### config.mk
export PLATFORM = sky130hd
export DESIGN_NAME = stop_wait_image_chunk_receiver
export DESIGN_NICKNAME = d
export VERILOG_FILES = /design/src/hdl/swicr_pkg.sv /design/src/hdl/stop_wait_image_chunk_receiver.sv /design/src/hdl/swicr_regs.sv
export SDC_FILE = /design/constraint.sdc
export NUM_CORES = 1
export LEC_CHECK = 0
export ABC_AREA = 1
export BUFFER_PORTS_ARGS = -buffer_cell sky130_fd_sc_hd__buf_2
export CORE_MARGIN = 2
export CORE_UTILIZATION = 49
export CTS_BUF_LIST = sky130_fd_sc_hd__clkbuf_4 sky130_fd_sc_hd__clkbuf_8 sky130_fd_sc_hd__clkbuf_16
export DETAILED_ROUTE_END_ITERATION = 8
export PLACE_DENSITY = 0.73
export SLEW_MARGIN = 40
export SYNTH_ARGS = -nofsm -noshare
export SYNTH_HDL_FRONTEND = slang
export SYNTH_SLANG_ARGS = --single-unit
### constraint.sdc
create_clock -name clk_i -period 2.35 [get_ports clk_i]
set_input_delay 0.235 -clock clk_i [delete_from_list [all_inputs] [get_ports clk_i]]
set_output_delay 0.235 -clock clk_i [all_outputs]
set_load 0.01 [all_outputs]
### src/hdl/swicr_pkg.sv
// Package: types, constants and register map of the image chunk receiver.
package swicr_pkg;

  // Field widths
  localparam int unsigned BYTE_W  = 8;
  localparam int unsigned KIND_W  = 2;
  localparam int unsigned POS_W   = 6;
  localparam int unsigned ADDR_W  = 4;
  localparam int unsigned DATA_W  = 32;

  // Default payload length per packet
  localparam int unsigned PAYLOAD_BYTES_DEF = 30;

  // Result kinds
  localparam logic [KIND_W-1:0] KIND_ACK = 2'd0;
  localparam logic [KIND_W-1:0] KIND_IMG = 2'd1;
  localparam logic [KIND_W-1:0] KIND_FIN = 2'd2;

  // End-of-image marker
  localparam logic [BYTE_W-1:0] MARK_HI = 8'hFF;
  localparam logic [BYTE_W-1:0] MARK_LO = 8'hD9;

  // Register indexes (byte address = 4 * index)
  localparam logic [1:0] REG_MAX_SEQ  = 2'd0;
  localparam logic [1:0] REG_NEW_REPS = 2'd1;
  localparam logic [1:0] REG_DUP_REPS = 2'd2;
  localparam logic [1:0] REG_FIN_REPS = 2'd3;

  // Register reset values
  localparam logic [BYTE_W-1:0] MAX_SEQ_RST  = 8'd9;
  localparam logic [BYTE_W-1:0] NEW_REPS_RST = 8'd10;
  localparam logic [BYTE_W-1:0] DUP_REPS_RST = 8'd15;
  localparam logic [BYTE_W-1:0] FIN_REPS_RST = 8'd50;

  localparam logic [BYTE_W-1:0] SEQ_FIRST = 8'd1;

  typedef struct packed {
    logic [BYTE_W-1:0] rx_byte;
    logic              packet_start;
  } in_item_t;

  typedef struct packed {
    logic [KIND_W-1:0] kind;
    logic [BYTE_W-1:0] seq_number;
    logic [BYTE_W-1:0] image_byte;
    logic [BYTE_W-1:0] repeat_count;
  } out_item_t;

  typedef struct packed {
    logic [BYTE_W-1:0] max_seq;
    logic [BYTE_W-1:0] new_ack_repeats;
    logic [BYTE_W-1:0] dup_ack_repeats;
    logic [BYTE_W-1:0] fin_repeats;
  } cfg_t;

endpackage

### src/hdl/stop_wait_image_chunk_receiver.sv
// Top level: stop-and-wait receiver that turns packet bytes into acks and image bytes.
//
// Input channel (in_valid_i / in_ready_o / in_data_i) carries one received
// packet byte per item; packet_start marks the sequence byte of a packet.
// Output channel (out_valid_o / out_ready_i / out_data_o) carries at most one
// result per input item: an ack with its repeat count, an image byte, or the
// final image byte together with the finish repeat count.
// The APB port holds max_seq and the three repeat counts at 0x0, 0x4, 0x8, 0xC.
// Every byte is decided in the cycle it is accepted and its result lands in
// the output register, so throughput is 1 item per cycle while the output is
// not stalled; bytes that produce no result only update the receiver state.
// If the consumer stalls with a result waiting, in_ready_o drops until that
// result is taken; taking it and accepting the next byte can share a cycle.
// Reset restores the register defaults, expects sequence number 1, clears the
// packet and marker tracking and empties the output register.
module stop_wait_image_chunk_receiver #(
  parameter int unsigned PAYLOAD_BYTES = swicr_pkg::PAYLOAD_BYTES_DEF
) (
  input  logic                         clk_i,
  input  logic                         rst_ni,
  input  logic                         in_valid_i,
  output logic                         in_ready_o,
  input  swicr_pkg::in_item_t          in_data_i,
  output logic                         out_valid_o,
  input  logic                         out_ready_i,
  output swicr_pkg::out_item_t         out_data_o,
  input  logic                         psel,
  input  logic                         penable,
  input  logic                         pwrite,
  input  logic [swicr_pkg::ADDR_W-1:0] paddr,
  input  logic [swicr_pkg::DATA_W-1:0] pwdata,
  output logic [swicr_pkg::DATA_W-1:0] prdata,
  output logic                         pready
);

  localparam logic [swicr_pkg::POS_W-1:0] PosLimit = swicr_pkg::POS_W'(PAYLOAD_BYTES);

  swicr_pkg::cfg_t cfg;

  swicr_regs u_regs (
    .clk_i   (clk_i),
    .rst_ni  (rst_ni),
    .psel    (psel),
    .penable (penable),
    .pwrite  (pwrite),
    .paddr   (paddr),
    .pwdata  (pwdata),
    .prdata  (prdata),
    .pready  (pready),
    .cfg_o   (cfg)
  );

  // Receiver state
  logic [swicr_pkg::BYTE_W-1:0] exp_seq_q, exp_seq_d;
  logic                         accepted_q, accepted_d;
  logic [swicr_pkg::POS_W-1:0]  pos_q, pos_d;
  logic                         last_ff_q, last_ff_d;
  logic                         closed_q, closed_d;

  // Output register
  logic                 out_valid_q, out_valid_d;
  swicr_pkg::out_item_t out_data_q;

  logic                         in_fire;
  logic                         res_valid;
  swicr_pkg::out_item_t         res;
  logic [swicr_pkg::BYTE_W-1:0] prev_seq;
  logic [swicr_pkg::BYTE_W:0]   next_seq;
  logic [swicr_pkg::BYTE_W-1:0] b;

  assign in_ready_o = ~out_valid_q | out_ready_i;
  assign in_fire    = in_valid_i & in_ready_o;
  assign b          = in_data_i.rx_byte;

  // Previous and next sequence numbers
  assign prev_seq = (exp_seq_q == swicr_pkg::SEQ_FIRST) ? cfg.max_seq
                                                        : exp_seq_q - 8'd1;
  assign next_seq = {1'b0, exp_seq_q} + 9'd1;

  // Per-byte decision
  always_comb begin
    exp_seq_d  = exp_seq_q;
    accepted_d = accepted_q;
    pos_d      = pos_q;
    last_ff_d  = last_ff_q;
    closed_d   = closed_q;
    res_valid  = 1'b0;
    res        = '0;
    if (in_data_i.packet_start) begin
      closed_d = 1'b0;
      pos_d    = '0;
      if (b == exp_seq_q) begin
        accepted_d       = 1'b1;
        res_valid        = 1'b1;
        res.kind         = swicr_pkg::KIND_ACK;
        res.seq_number   = exp_seq_q;
        res.repeat_count = cfg.new_ack_repeats;
        exp_seq_d = (next_seq > {1'b0, cfg.max_seq}) ? swicr_pkg::SEQ_FIRST
                                                     : next_seq[swicr_pkg::BYTE_W-1:0];
      end else begin
        accepted_d = 1'b0;
        if (b == prev_seq) begin
          res_valid        = 1'b1;
          res.kind         = swicr_pkg::KIND_ACK;
          res.seq_number   = prev_seq;
          res.repeat_count = cfg.dup_ack_repeats;
        end
      end
    end else if (accepted_q && !closed_q && (pos_q < PosLimit)) begin
      pos_d          = pos_q + 6'd1;
      res_valid      = 1'b1;
      res.image_byte = b;
      if (last_ff_q && (b == swicr_pkg::MARK_LO)) begin
        // End of image: finish and restart the numbering
        exp_seq_d        = swicr_pkg::SEQ_FIRST;
        last_ff_d        = 1'b0;
        closed_d         = 1'b1;
        accepted_d       = 1'b0;
        res.kind         = swicr_pkg::KIND_FIN;
        res.repeat_count = cfg.fin_repeats;
      end else begin
        last_ff_d = (b == swicr_pkg::MARK_HI);
        res.kind  = swicr_pkg::KIND_IMG;
      end
    end
  end

  // Output valid: load on accept, drain on take
  always_comb begin
    if (in_fire) begin
      out_valid_d = res_valid;
    end else begin
      out_valid_d = out_valid_q & ~out_ready_i;
    end
  end

  always_ff @(posedge clk_i or negedge rst_ni) begin
    if (!rst_ni) begin
      exp_seq_q   <= swicr_pkg::SEQ_FIRST;
      accepted_q  <= 1'b0;
      pos_q       <= '0;
      last_ff_q   <= 1'b0;
      closed_q    <= 1'b0;
      out_valid_q <= 1'b0;
    end else begin
      out_valid_q <= out_valid_d;
      if (in_fire) begin
        exp_seq_q  <= exp_seq_d;
        accepted_q <= accepted_d;
        pos_q      <= pos_d;
        last_ff_q  <= last_ff_d;
        closed_q   <= closed_d;
      end
    end
  end

  // Result payload
  always_ff @(posedge clk_i) begin
    if (in_fire && res_valid) begin
      out_data_q <= res;
    end
  end

  assign out_valid_o = out_valid_q;
  assign out_data_o  = out_data_q;

endmodule

### src/hdl/swicr_regs.sv
// APB configuration registers of the image chunk receiver.
module swicr_regs (
  input  logic                             clk_i,
  input  logic                             rst_ni,
  input  logic                             psel,
  input  logic                             penable,
  input  logic                             pwrite,
  input  logic [swicr_pkg::ADDR_W-1:0]     paddr,
  input  logic [swicr_pkg::DATA_W-1:0]     pwdata,
  output logic [swicr_pkg::DATA_W-1:0]     prdata,
  output logic                             pready,
  output swicr_pkg::cfg_t                  cfg_o
);

  swicr_pkg::cfg_t cfg_q, cfg_d;
  logic [1:0]      reg_idx;
  logic            wr_en;

  assign reg_idx = paddr[3:2];
  assign wr_en   = psel & penable & pwrite;
  assign pready  = 1'b1;
  assign cfg_o   = cfg_q;

  // Write decode
  always_comb begin
    cfg_d = cfg_q;
    if (wr_en) begin
      case (reg_idx)
        swicr_pkg::REG_MAX_SEQ:  cfg_d.max_seq         = pwdata[swicr_pkg::BYTE_W-1:0];
        swicr_pkg::REG_NEW_REPS: cfg_d.new_ack_repeats = pwdata[swicr_pkg::BYTE_W-1:0];
        swicr_pkg::REG_DUP_REPS: cfg_d.dup_ack_repeats = pwdata[swicr_pkg::BYTE_W-1:0];
        swicr_pkg::REG_FIN_REPS: cfg_d.fin_repeats     = pwdata[swicr_pkg::BYTE_W-1:0];
        default:                 cfg_d = cfg_q;
      endcase
    end
  end

  always_ff @(posedge clk_i or negedge rst_ni) begin
    if (!rst_ni) begin
      cfg_q.max_seq         <= swicr_pkg::MAX_SEQ_RST;
      cfg_q.new_ack_repeats <= swicr_pkg::NEW_REPS_RST;
      cfg_q.dup_ack_repeats <= swicr_pkg::DUP_REPS_RST;
      cfg_q.fin_repeats     <= swicr_pkg::FIN_REPS_RST;
    end else begin
      cfg_q <= cfg_d;
    end
  end

  // Read mux
  always_comb begin
    case (reg_idx)
      swicr_pkg::REG_MAX_SEQ:  prdata = {24'd0, cfg_q.max_seq};
      swicr_pkg::REG_NEW_REPS: prdata = {24'd0, cfg_q.new_ack_repeats};
      swicr_pkg::REG_DUP_REPS: prdata = {24'd0, cfg_q.dup_ack_repeats};
      swicr_pkg::REG_FIN_REPS: prdata = {24'd0, cfg_q.fin_repeats};
      default:                 prdata = '0;
    endcase
  end

endmodule

; ---- Word level (Yosys, flattened, before mapping)
; Cells that the tools add are included.
[word_totals]
regBits = 76
in_bits = 52
output_inout_bits = 61
word_cells = 86
[op_classes]
n_addsub = 3
order_cmp = 2
n_eq_ne = 9
mux = 32
bitwise_logic = 9
n_reduce_logical = 17
[op_table]
columns = op, count
row1 = $pmux W32 S4, 1
row2 = $mux W8, 13
row3 = $eq A8 B8 Y1, 2
row4 = $eq A8 B8 Y1 const B, 2
row5 = $mux W1, 13
row6 = $mux W6, 2
row7 = $reduce_and A2 Y1, 5
row8 = $add A8 B1 Y9 const B, 1
row9 = $gt A9 B8 Y1, 1
row10 = $eq A8 B1 Y1 const B, 1
row11 = $sub A8 B1 Y8 const B, 1
row12 = $add A6 B1 Y6 const B, 1
row13 = $lt A6 B5 Y1 const B, 1
row14 = $mux W2, 3
row15 = $reduce_and A3 Y1, 2
row16 = $and A1 B1 Y1, 4
row17 = $eq A2 B2 Y1 const B, 2
row18 = $logic_and A1 B1 Y1, 4
row19 = $not A1 Y1, 4
row20 = $reduce_and A4 Y1, 1
row21 = $reduce_bool A2 Y1, 2
row22 = $eq A2 B1 Y1 const B, 1
row23 = $logic_not A2 Y1, 1
row24 = $ne A2 B1 Y1 const B, 1
row25 = other kinds (3), 3

; ---- Depth between registers and ports, before layout
; Gate-level depths: netlist (run 1).
[logic_depth]
word_depth = 7
ltp_mapped = 15
mapped_depth_nobuf = 15

; ---- By module
; A second synthesis (run 1) with hierarchy kept.
[hier_totals]
cells_unflattened = 615
hier_area_um2 = 4893.4
[modules_own_cells]
columns = module, instances, cells_per_inst, area_per_inst_um2, seq_area_each_um2
row1 = stop_wait_image_chunk_receiver, 1, 394, 3111.7, 1232.4
row2 = swicr_regs, 1, 221, 1781.7, 814.5

; ---- Least setup slack after synthesis (run 1)
; OpenSTA, ideal clock, no wires.
[synth_timing]
kind = reg2reg
startpoint = register exp_seq_q[0] (netlist name)
endpoint = register out_data_q (netlist bit out_data_o[0]) (enable)
setup_time_ns = 0.381
arrival_time_ns = 2.175
t_required_ns = 1.969
slack_ns = -0.206
path_stages_with_launch = 14
path_buffers = 0
path_cell_list = dfstp_2 inv_2 ha_1 xnor2_1 nand2_2 nand2_2 nand2_1 nand2_1 nand2_1 nor2_1 nand3_1 nand2_1 nand2_1 inv_1
[synth_between]
elab_chain_cells = 7
[synth_lines]
columns = item, line
row1 = start: declaration, stop_wait_image_chunk_receiver.sv:54  ; logic [swicr_pkg::BYTE_W-1:0] exp_seq_q, exp_seq_d;
row2 = start signal: assignment, stop_wait_image_chunk_receiver.sv:139  ; exp_seq_q <= swicr_pkg::SEQ_FIRST;
row3 = start signal: assignment, stop_wait_image_chunk_receiver.sv:148  ; exp_seq_q <= exp_seq_d;
row4 = $sub A8 B1 Y8 or $eq A8 B1 Y1 (tied branches), "stop_wait_image_chunk_receiver.sv:77, stop_wait_image_chunk_receiver.sv:76"
row5 = $mux W8, stop_wait_image_chunk_receiver.sv:76  ; assign prev_seq = (exp_seq_q == swicr_pkg::SEQ_FIRST) ? cfg.max_seq
row6 = $eq A8 B8 Y1, stop_wait_image_chunk_receiver.sv:102  ; if (b == prev_seq) begin
row7 = $mux W1, stop_wait_image_chunk_receiver.sv:102
row8 = $mux W1 (*), stop_wait_image_chunk_receiver.sv:92  ; if (b == exp_seq_q) begin
row9 = $mux W1 (*), stop_wait_image_chunk_receiver.sv:89  ; if (in_data_i.packet_start) begin
row10 = $logic_and A1 B1 Y1 (*), stop_wait_image_chunk_receiver.sv:159  ; if (in_fire && res_valid) begin
row11 = end signal: assignment, stop_wait_image_chunk_receiver.sv:160  ; out_data_q <= res;
row12 = end: declaration, stop_wait_image_chunk_receiver.sv:62  ; swicr_pkg::out_item_t out_data_q;
; Mark *: on every way between the ends. The rest lies on a longest branch, timed or not.
; A chain may end at the register's enable or synchronous reset.

; ---- Worst setup path after layout (run 1)
[layout_timing]
startpoint = register exp_seq_q[0] (netlist name)
endpoint = register exp_seq_q[4] (netlist name)
[layout_between]
elab_chain_cells = 5
[layout_lines]
columns = item, line
row1 = $add A8 B1 Y9, stop_wait_image_chunk_receiver.sv:78  ; assign next_seq = {1'b0, exp_seq_q} + 9'd1;
row2 = $gt A9 B8 Y1, stop_wait_image_chunk_receiver.sv:98  ; exp_seq_d = (next_seq > {1'b0, cfg.max_seq}) ? swicr_pkg::SEQ_FIRST
row3 = $mux W8, stop_wait_image_chunk_receiver.sv:98
row4 = $mux W8, stop_wait_image_chunk_receiver.sv:92
row5 = $mux W8, stop_wait_image_chunk_receiver.sv:89
; Several ways; a longest one is shown, not always the timed one. The select of a mux whose other input is x is not followed.

==> results of run 1 <==
==> per-stage QoR <==
stage / power, mW / setup TNS [ps] / setup slack [ps]
after CTS: 4.337 / -2588 / -160.7
after detailed placement: 3.246 / -5095 / -257.6
final: 4.449 / -5434 / -188.1
after global placement: 3.197 / -3692 / -166.7
after floorplan: 2.635 / -1349 / -43.61
after global routing: 4.710 / -10970 / -318.1
==> metal layers <==
| metal | vias to the layer above | routed length (um) | track usage, % |
|---|---|---|---|
| met5 | - | 0 | 0 |
| met4 | 0 | 213 | 8.000 |
| met3 | 26 | 1003 | 3.967 |
| met2 | 215 | 6476 | 44.18 |
| met1 | 2109 | 5791 | 37.05 |
| li1 | 2178 | - | - |
==> area by class of cell <==
class / count / area, sq um / share of cell area (%)
Inverter: 62 / 239.0 / 3.932
Clock inverter: 7 / 57.56 / 0.9469
Multi-Input combinational cell: 440 / 2480 / 40.80
Clock buffer: 9 / 123.9 / 2.038
Timing Repair Buffer: 136 / 969.7 / 15.95
Tap cell: 129 / 161.4 / 2.655
Sequential cell: 76 / 2047 / 33.68
==> cells by family after synthesis <==
| group | Yosys count | synth area share, % |
|---|---|---|
| AO/OA/AOI/OAI | 70 | 8.813 |
| XOR/XNOR | 10 | 1.864 |
| adder cells (fa/ha/maj) | 12 | 3.195 |
| buffers and inverters | 102 | 11.29 |
| flip-flops | 76 | 43.56 |
| other | 2 | 0.1598 |
| AND/OR/NAND/NOR | 322 | 31.12 |
==> synth_stat cells (3+ instances only) <==
library cell and n:
nand2_1 189, inv_1 56, o21ai_0 41, nand3_1 40, dfrtp_1 38, nor2_1 33
nand4_1 31, buf_4 26, edfxtp_1 26, a22oi_1 13, dfstp_2 12, ha_1 12
nand2_2 9, xor2_1 8, a21oi_1 6, buf_6 6, clkbuf_1 6, a221oi_1 5
nor2_2 5, clkinv_1 3, nand2_4 3, nor3_1 3
==> cells in the final DEF, fill, tap and decap left out, types with 4 or more instances in the layout <==
cell type and n:
nand2_4 7, nand3_1 32, clkbuf_8 9, a221oi_1 5, nor2_4 5, buf_6 7, a21oi_1 5, edfxtp_1 26
dfrtp_1 38, ha_4 6, ha_1 5, dfstp_2 12, nand2_2 16, inv_1 54, a22oi_1 13, nand3_2 7
nor2_1 30, o21ai_0 38, xor2_1 8, nand4_1 31, conb_1 25, nand2_1 177, buf_12 4, buf_2 60
nor2_2 6, buf_4 63
==> critical path, delay by kind of cell, from the launching register on <==
| kind | cells | cell delay, ps |
|---|---|---|
| compound gates | 1 | 140 |
| xor+xnor | 1 | 130 |
| fa+ha+maj | 2 | 410 |
| buf+inv | 2 | 210 |
| flops | 1 | 570 |
| simple gates | 9 | 990 |
==> power breakdown <==
part | total, mW | internal [mW] | leakage (nW) | switching, mW
registers | 1.67 | 1.54 | 0.873 | 0.124
clock network | 0.958 | 0.398 | 0.0881 | 0.560
logic | 1.82 | 0.770 | 2.08 | 1.05
total | 4.45 | 2.71 | 3.04 | 1.74
==> state kept, by name, summed over array words and instances (netlist names) <==
name          flops
out_data_o       26
last_ff_q         1
exp_seq_q         8
u_regs.cfg_o     32
accepted_q        1
closed_q          1
out_valid_o       1
pos_q             6
==> final timing paths <==
path                            depth (start not counted)  slack (ps)               end              from
worst max-delay path                                   15        -190      exp_seq_q[4]      exp_seq_q[0]
max in group asynchronous                               3        1360  u_regs.cfg_o[24]            rst_ni
worst min register to register                          2         490  u_regs.cfg_o[30]  u_regs.cfg_o[30]
min in group asynchronous                               2         380       out_valid_o            rst_ni
worst min-delay path                                    2         140          closed_q      in_data_i[0]
worst max register to register                         15        -190      exp_seq_q[4]      exp_seq_q[0]
==> timing repair <==
action	CTS	global route
pin swaps	9	3
hold buffers	1	0
endpoints found under the hold margin	28	0
endpoints found under the setup margin	39	42
resized for setup	25	25
buffers inserted	5	5
gates cloned	2	1
==> impl_results.md, run 1 <==
- Fin. max-slew vios: 0
- Largest net degree at the start of global routing: 33
- Ys Warns: 0
- CTS root buf: clkbuf_8
- Async SR Flop Fraction: 65.79%
- Hold Path Class: in -> reg
- Die width: 101.9 um
- Number of global-route vias before repair: 4369
- Final Skew: ~12 ps
- First-pass DRT Iterations: 5
- Largest stage delay, worst path: about 570 ps
- Area Overhead vs Synth: 29.34%
- Final hold slack: 141.3 ps
- Clock Sinks: 76
- First-pass GRT wire length: 21.47 mm
- Initial Util: approximately half
- Run status: finished with violations
- Max frequency: ~0.4 GHz
- Slew @ Worst Pin: 535.1 ps
- Sequential element share of the synthesized area: 43.56%
- Core area: 9284 sq um
- Top-area cell type share of the netlist area: about a fifth
- Mean Syn Cell Area: 7.912 sq um
- Hold Vio Cnt, Final: 0
- Clk slew on worst S/H paths: 80 ps
- P_leak: 3.039 nW
- Synthesized instance count: 594
- Top Ports: roughly 110
- Per-cell routed wire length: 15.70 um
- Failing checks: setup timing
- Final wirelength: 13.48 mm
- Critical path fanouts, max: 8
- Iteration-0 DRC count of the detailed router: 263
- Number of max-cap violations: 0
- Worst EP required: 2600 ps
- Fillers: 812
- Layout Cells excl Fill: 859
- Port bufs: 61
- Routability cong.: 0.9324
- Nature of the critical path startpoint: flip-flop
- Dpl cells: 829
- Share of cells above drive strength 1: 31.37%
- Post-detail-place hpwl: 9.885 mm
- Post-synth EDFFs: 26
- CTS max path bufs: 2
- Final Instance Area: 6078 sq um
- Core Util, Final: 65.47%
- Via count: 4528
- CP Capture Type: flip-flop
- Ordered cell list for the critical path: buf_6 -> ha_4 -> nand3_4 -> nor2_4 -> nand2_2 -> xor2_1 -> inv_1 -> ha_4 -> nand2_2 -> nand3b_1 -> or2_4 -> o21ai_4 -> nand2_4 -> nand3_1 -> nand2_1
- Vias per cell: between 5 and 6
- Nets: 789
- Worst skew pair latency: between 300 and 400 ps
- Crit-path slowest cell: dfstp_2
- Fin crit period: between 2000 and 3000 ps
- Tot GR Track Use: 26.88%
- Site Rows: 35
- Die Height: 101.9 um
- Placed cell area: 5530 sq um
- Post-synthesis cell type count: 38
- CTS Buf Count: 9
- H-tree depth: 3
- Number of remaining DRC errors: 0
- Period utilization: 108.0%
- CP arrival: 2790 ps
- Post-Syn Area: 4700 sq um
- CTS tree: done
- Leading area contributor after synthesis: dfrtp_1
- Max-slew headroom: 64.24%
- Ant. Diodes: 0
- DRT antenna net count: 0
- Initial antenna violation count: 0
- RSZ-0062 raised after global routing: yes
- Synth Flop Type: dfrtp_1
- Total gr overflow: 0
- Setup WS post-layout: -188.1 ps
- CP Class: reg -> reg
- Peak VDD IR: 0.3245 mV
- Cell Pwr Density: roughly 730 nW/um^2
- Largest cells by area after synthesis: dfrtp_1 20%, edfxtp_1 17%, nand2_1 15%
- FF+latch count, synth: 76
- Final setup fails: 34
- Die ar.: 10390 sq um
Note: power is estimated with default switching activity, not from simulation.
==> run 2: changes to the inputs <==
BUFFER_PORTS_ARGS = default   (was -buffer_cell sky130_fd_sc_hd__buf_2)
CORE_UTILIZATION = 50   (was 49)
DONT_BUFFER_PORTS = 1   (was default)
PLACE_DENSITY = 0.64   (was 0.73)
==> run 2 against run 1 <==
Compared with the run above:
- the run still ends with setup timing left
- sequential power hardly changed
- worst hold slack worse by 120 ps
- count of clock-buffer cells in the layout rose by 1
- flip-flop and latch count stayed put
- critical path type unchanged
- sequential share of layout area increased by 2.5 points
==> impl_results.md, run 2 (synthesis gave the netlist of run 1 again) <==
- Period utilization: 106.4% (-1.6 points)
- Footprint of the multi-input gates: 2435 sq um (-1.8%)
- Worst reg2reg path startpoint: exp_seq_q[0]
- Kind of cell adding the most delay to the critical path: simple AND/OR/NAND/NOR gates
- P_leak: 2.748 nW (-9.6%)
- CTS tree: done
- Final Power: 4.476 mW (+0.61%)
- Total gr overflow: 0 (unchanged)
- Layout Cells excl Fill: 771 (-10%)
- Tot GR Track Use: 24.60% (-2.3 points)
- Sequential standard cell area: 2047 sq um (unchanged)
- CTS root buf: clkbuf_8
- Ant. Diodes: 0 (unchanged)
- Site Rows: 35 (unchanged)
- Worst skew pair latency: 370 ps (about the same)
- Die width: 101.0 um (-0.96%)
- Core area: 9196 sq um (-0.94%)
- Via count: 4161 (-8.1%)
- Die ar.: 10190 sq um (-1.9%)
- Nature of the critical path startpoint: flip-flop
- Max reg flops: 32 (unchanged)
- CP arrival: 2750 ps (-40 ps)
- Final wirelength: 12.33 mm (-8.5%)
- Setup WS post-layout: -151.3 ps (+36.84 ps)
- First-pass DRT Iterations: 5 (unchanged)
- Hold Path Class: in -> reg
- Critical path buffers and inverters: 1 (-1)
- Fin. max-slew vios: 0 (unchanged)
- Post-detail-place hpwl: 9.001 mm (-8.9%)
- Final hold slack: 20.93 ps (-120.3 ps)
- Area Overhead vs Synth: 20.26%
- Setup TNS: -3886 ps (+1548 ps)
- Cell Pwr Density: 792.0 nW/um^2 (+8.2%)
- DRT antenna net count: 0 (unchanged)
- Slew @ Worst Pin: 516.2 ps (-18.93 ps)
- Crit-path slowest cell: dfstp_2
- Ordered cell list for the critical path: ha_4 -> nand3_4 -> nor2_4 -> nand2_2 -> xor2_1 -> inv_1 -> ha_4 -> nand2_2 -> nand3b_1 -> or2_4 -> o21ai_4 -> nand2_4 -> nand3_2 -> nand2_1
- Commonest non-fill, non-tap cells in the layout: 179 x nand2_1, 59 x buf_4, 54 x inv_1, 38 x o21ai_0, 38 x dfrtp_1
- Number of global-route vias before repair: 3715 (-15%)
- Fin crit period: 2501 ps (-36.85 ps)
- R2R Setup Slk: -150 ps (+40 ps)
- Vias per cell: 5.397 (+2.4%)
- Critical path fanouts, max: 8 (unchanged)
- CTS max path bufs: 2 (unchanged)
- First-pass GRT wire length: 19.16 mm (-11%)
- Number of max-cap violations: 0 (unchanged)
- CP startpoint: exp_seq_q[0]
- RSZ-0062 raised after global routing: yes
- Largest stage delay, worst path: 600 ps (+30 ps)
- Share of cells above drive strength 1: 23.64% (-7.7 points)
- Nets: 719 (-8.9%)
- Final Skew: 14.53 ps (+2.381 ps)
- Failing checks: setup timing
- Iteration-0 DRC count of the detailed router: 263 (unchanged)
- CP Capture Type: flip-flop
- Per-cell routed wire length: 16.00 um (+1.9%)
- Clk slew on worst S/H paths: 80 ps (about the same)
- Hold Vio Cnt, Final: 0 (unchanged)
- CP Class: reg -> reg
- Port bufs: 0 (-100%)
- Max frequency: 0.3998 GHz (+1.5%)
- Commonest non-fill, non-tap cell in the layout: nand2_1
- H-tree depth: 3 (unchanged)
- Final setup fails: 34 (unchanged)
- Dpl cells: 747 (-9.9%)
- Worst EP required: 2600 ps (about the same)
- Initial Util: 51.10% (+0.48 points)
- Routability cong.: 0.9319 (about the same)
- Run status: finished with violations
- CTS Buf Count: 9 (unchanged)
- Clock Sinks: 76 (unchanged)
- Number of remaining DRC errors: 0 (unchanged)
- Fillers: 793 (-2.3%)
- Hold Path Origin: in_data_i[2]
- Peak VDD IR: 0.4110 mV (+27%)
- Max-slew headroom: 65.51% (+1.3 points)
- Initial antenna violation count: 0 (unchanged)
- Die Height: 101.0 um (-0.96%)
- Largest net degree at the start of global routing: 51 (+55%)
- Top Ports: 113 (unchanged)
-- run 2: cell count changes in the layout (fill, tap and decap cells not counted), moves of 3 or more --
cell,delta
ha_1,+4
ha_4,-3
nand3_1,-5
buf_6,-6
nand3_2,+5
buf_4,-4
buf_2,-60
-- run 2: worst paths after layout --
check	end	cells after the start
min in group asynchronous	pos_q[2]	2
max in group asynchronous	u_regs.cfg_o[9]	2
worst max register to register	exp_seq_q[4]	14
worst max-delay path	exp_seq_q[4]	14
worst min register to register	u_regs.cfg_o[29]	2
worst min-delay path	last_ff_q	2
-- run 2: metrics by stage --
step | util, % | instance area (sq um) | worst slack (ps)
floorplan | - | 4856 | -43.61
global placement | 56.19 | 5167 | -129.7
detailed placement | 56.19 | 5167 | -162.0
CTS | 59.66 | 5487 | -125.4
global route | 61.46 | 5652 | -328.9
finish | 61.46 | 5652 | -151.3
-- run 2: power breakdown --
| group | switching, mW | internal (mW) |
|---|---|---|
| logic | 0.973 | 0.696 |
| registers | 0.139 | 1.54 |
| clock network | 0.550 | 0.574 |
| total | 1.66 | 2.81 |
-- run 2: layout make-up --
| type | instances | share of cell area [%] |
|---|---|---|
| clock buffer | 10 | 2.634 |
| multi-input combinational | 440 | 43.08 |
| tap | 111 | 2.457 |
| sequential | 76 | 36.22 |
| clock inverter | 6 | 1.350 |
| inverter | 62 | 4.228 |
| timing repair buffer | 66 | 10.03 |
-- run 2: repair_timing --
item	in CTS	in global routing
resized for setup	9	28
cloned	0	2
hold buffers	3	0
endpoints found under the hold margin	51	0
endpoints found under the setup margin	39	50
buffers inserted	1	2
pin swaps	4	9
-- run 2: layer usage --
layer	vias up	global-route usage [%]	wire, um
met5	-	0	0
met4	0	10.08	269
met3	21	4.022	735
met2	163	36.15	5597
met1	1937	36.03	5730
li1	2040	-	-
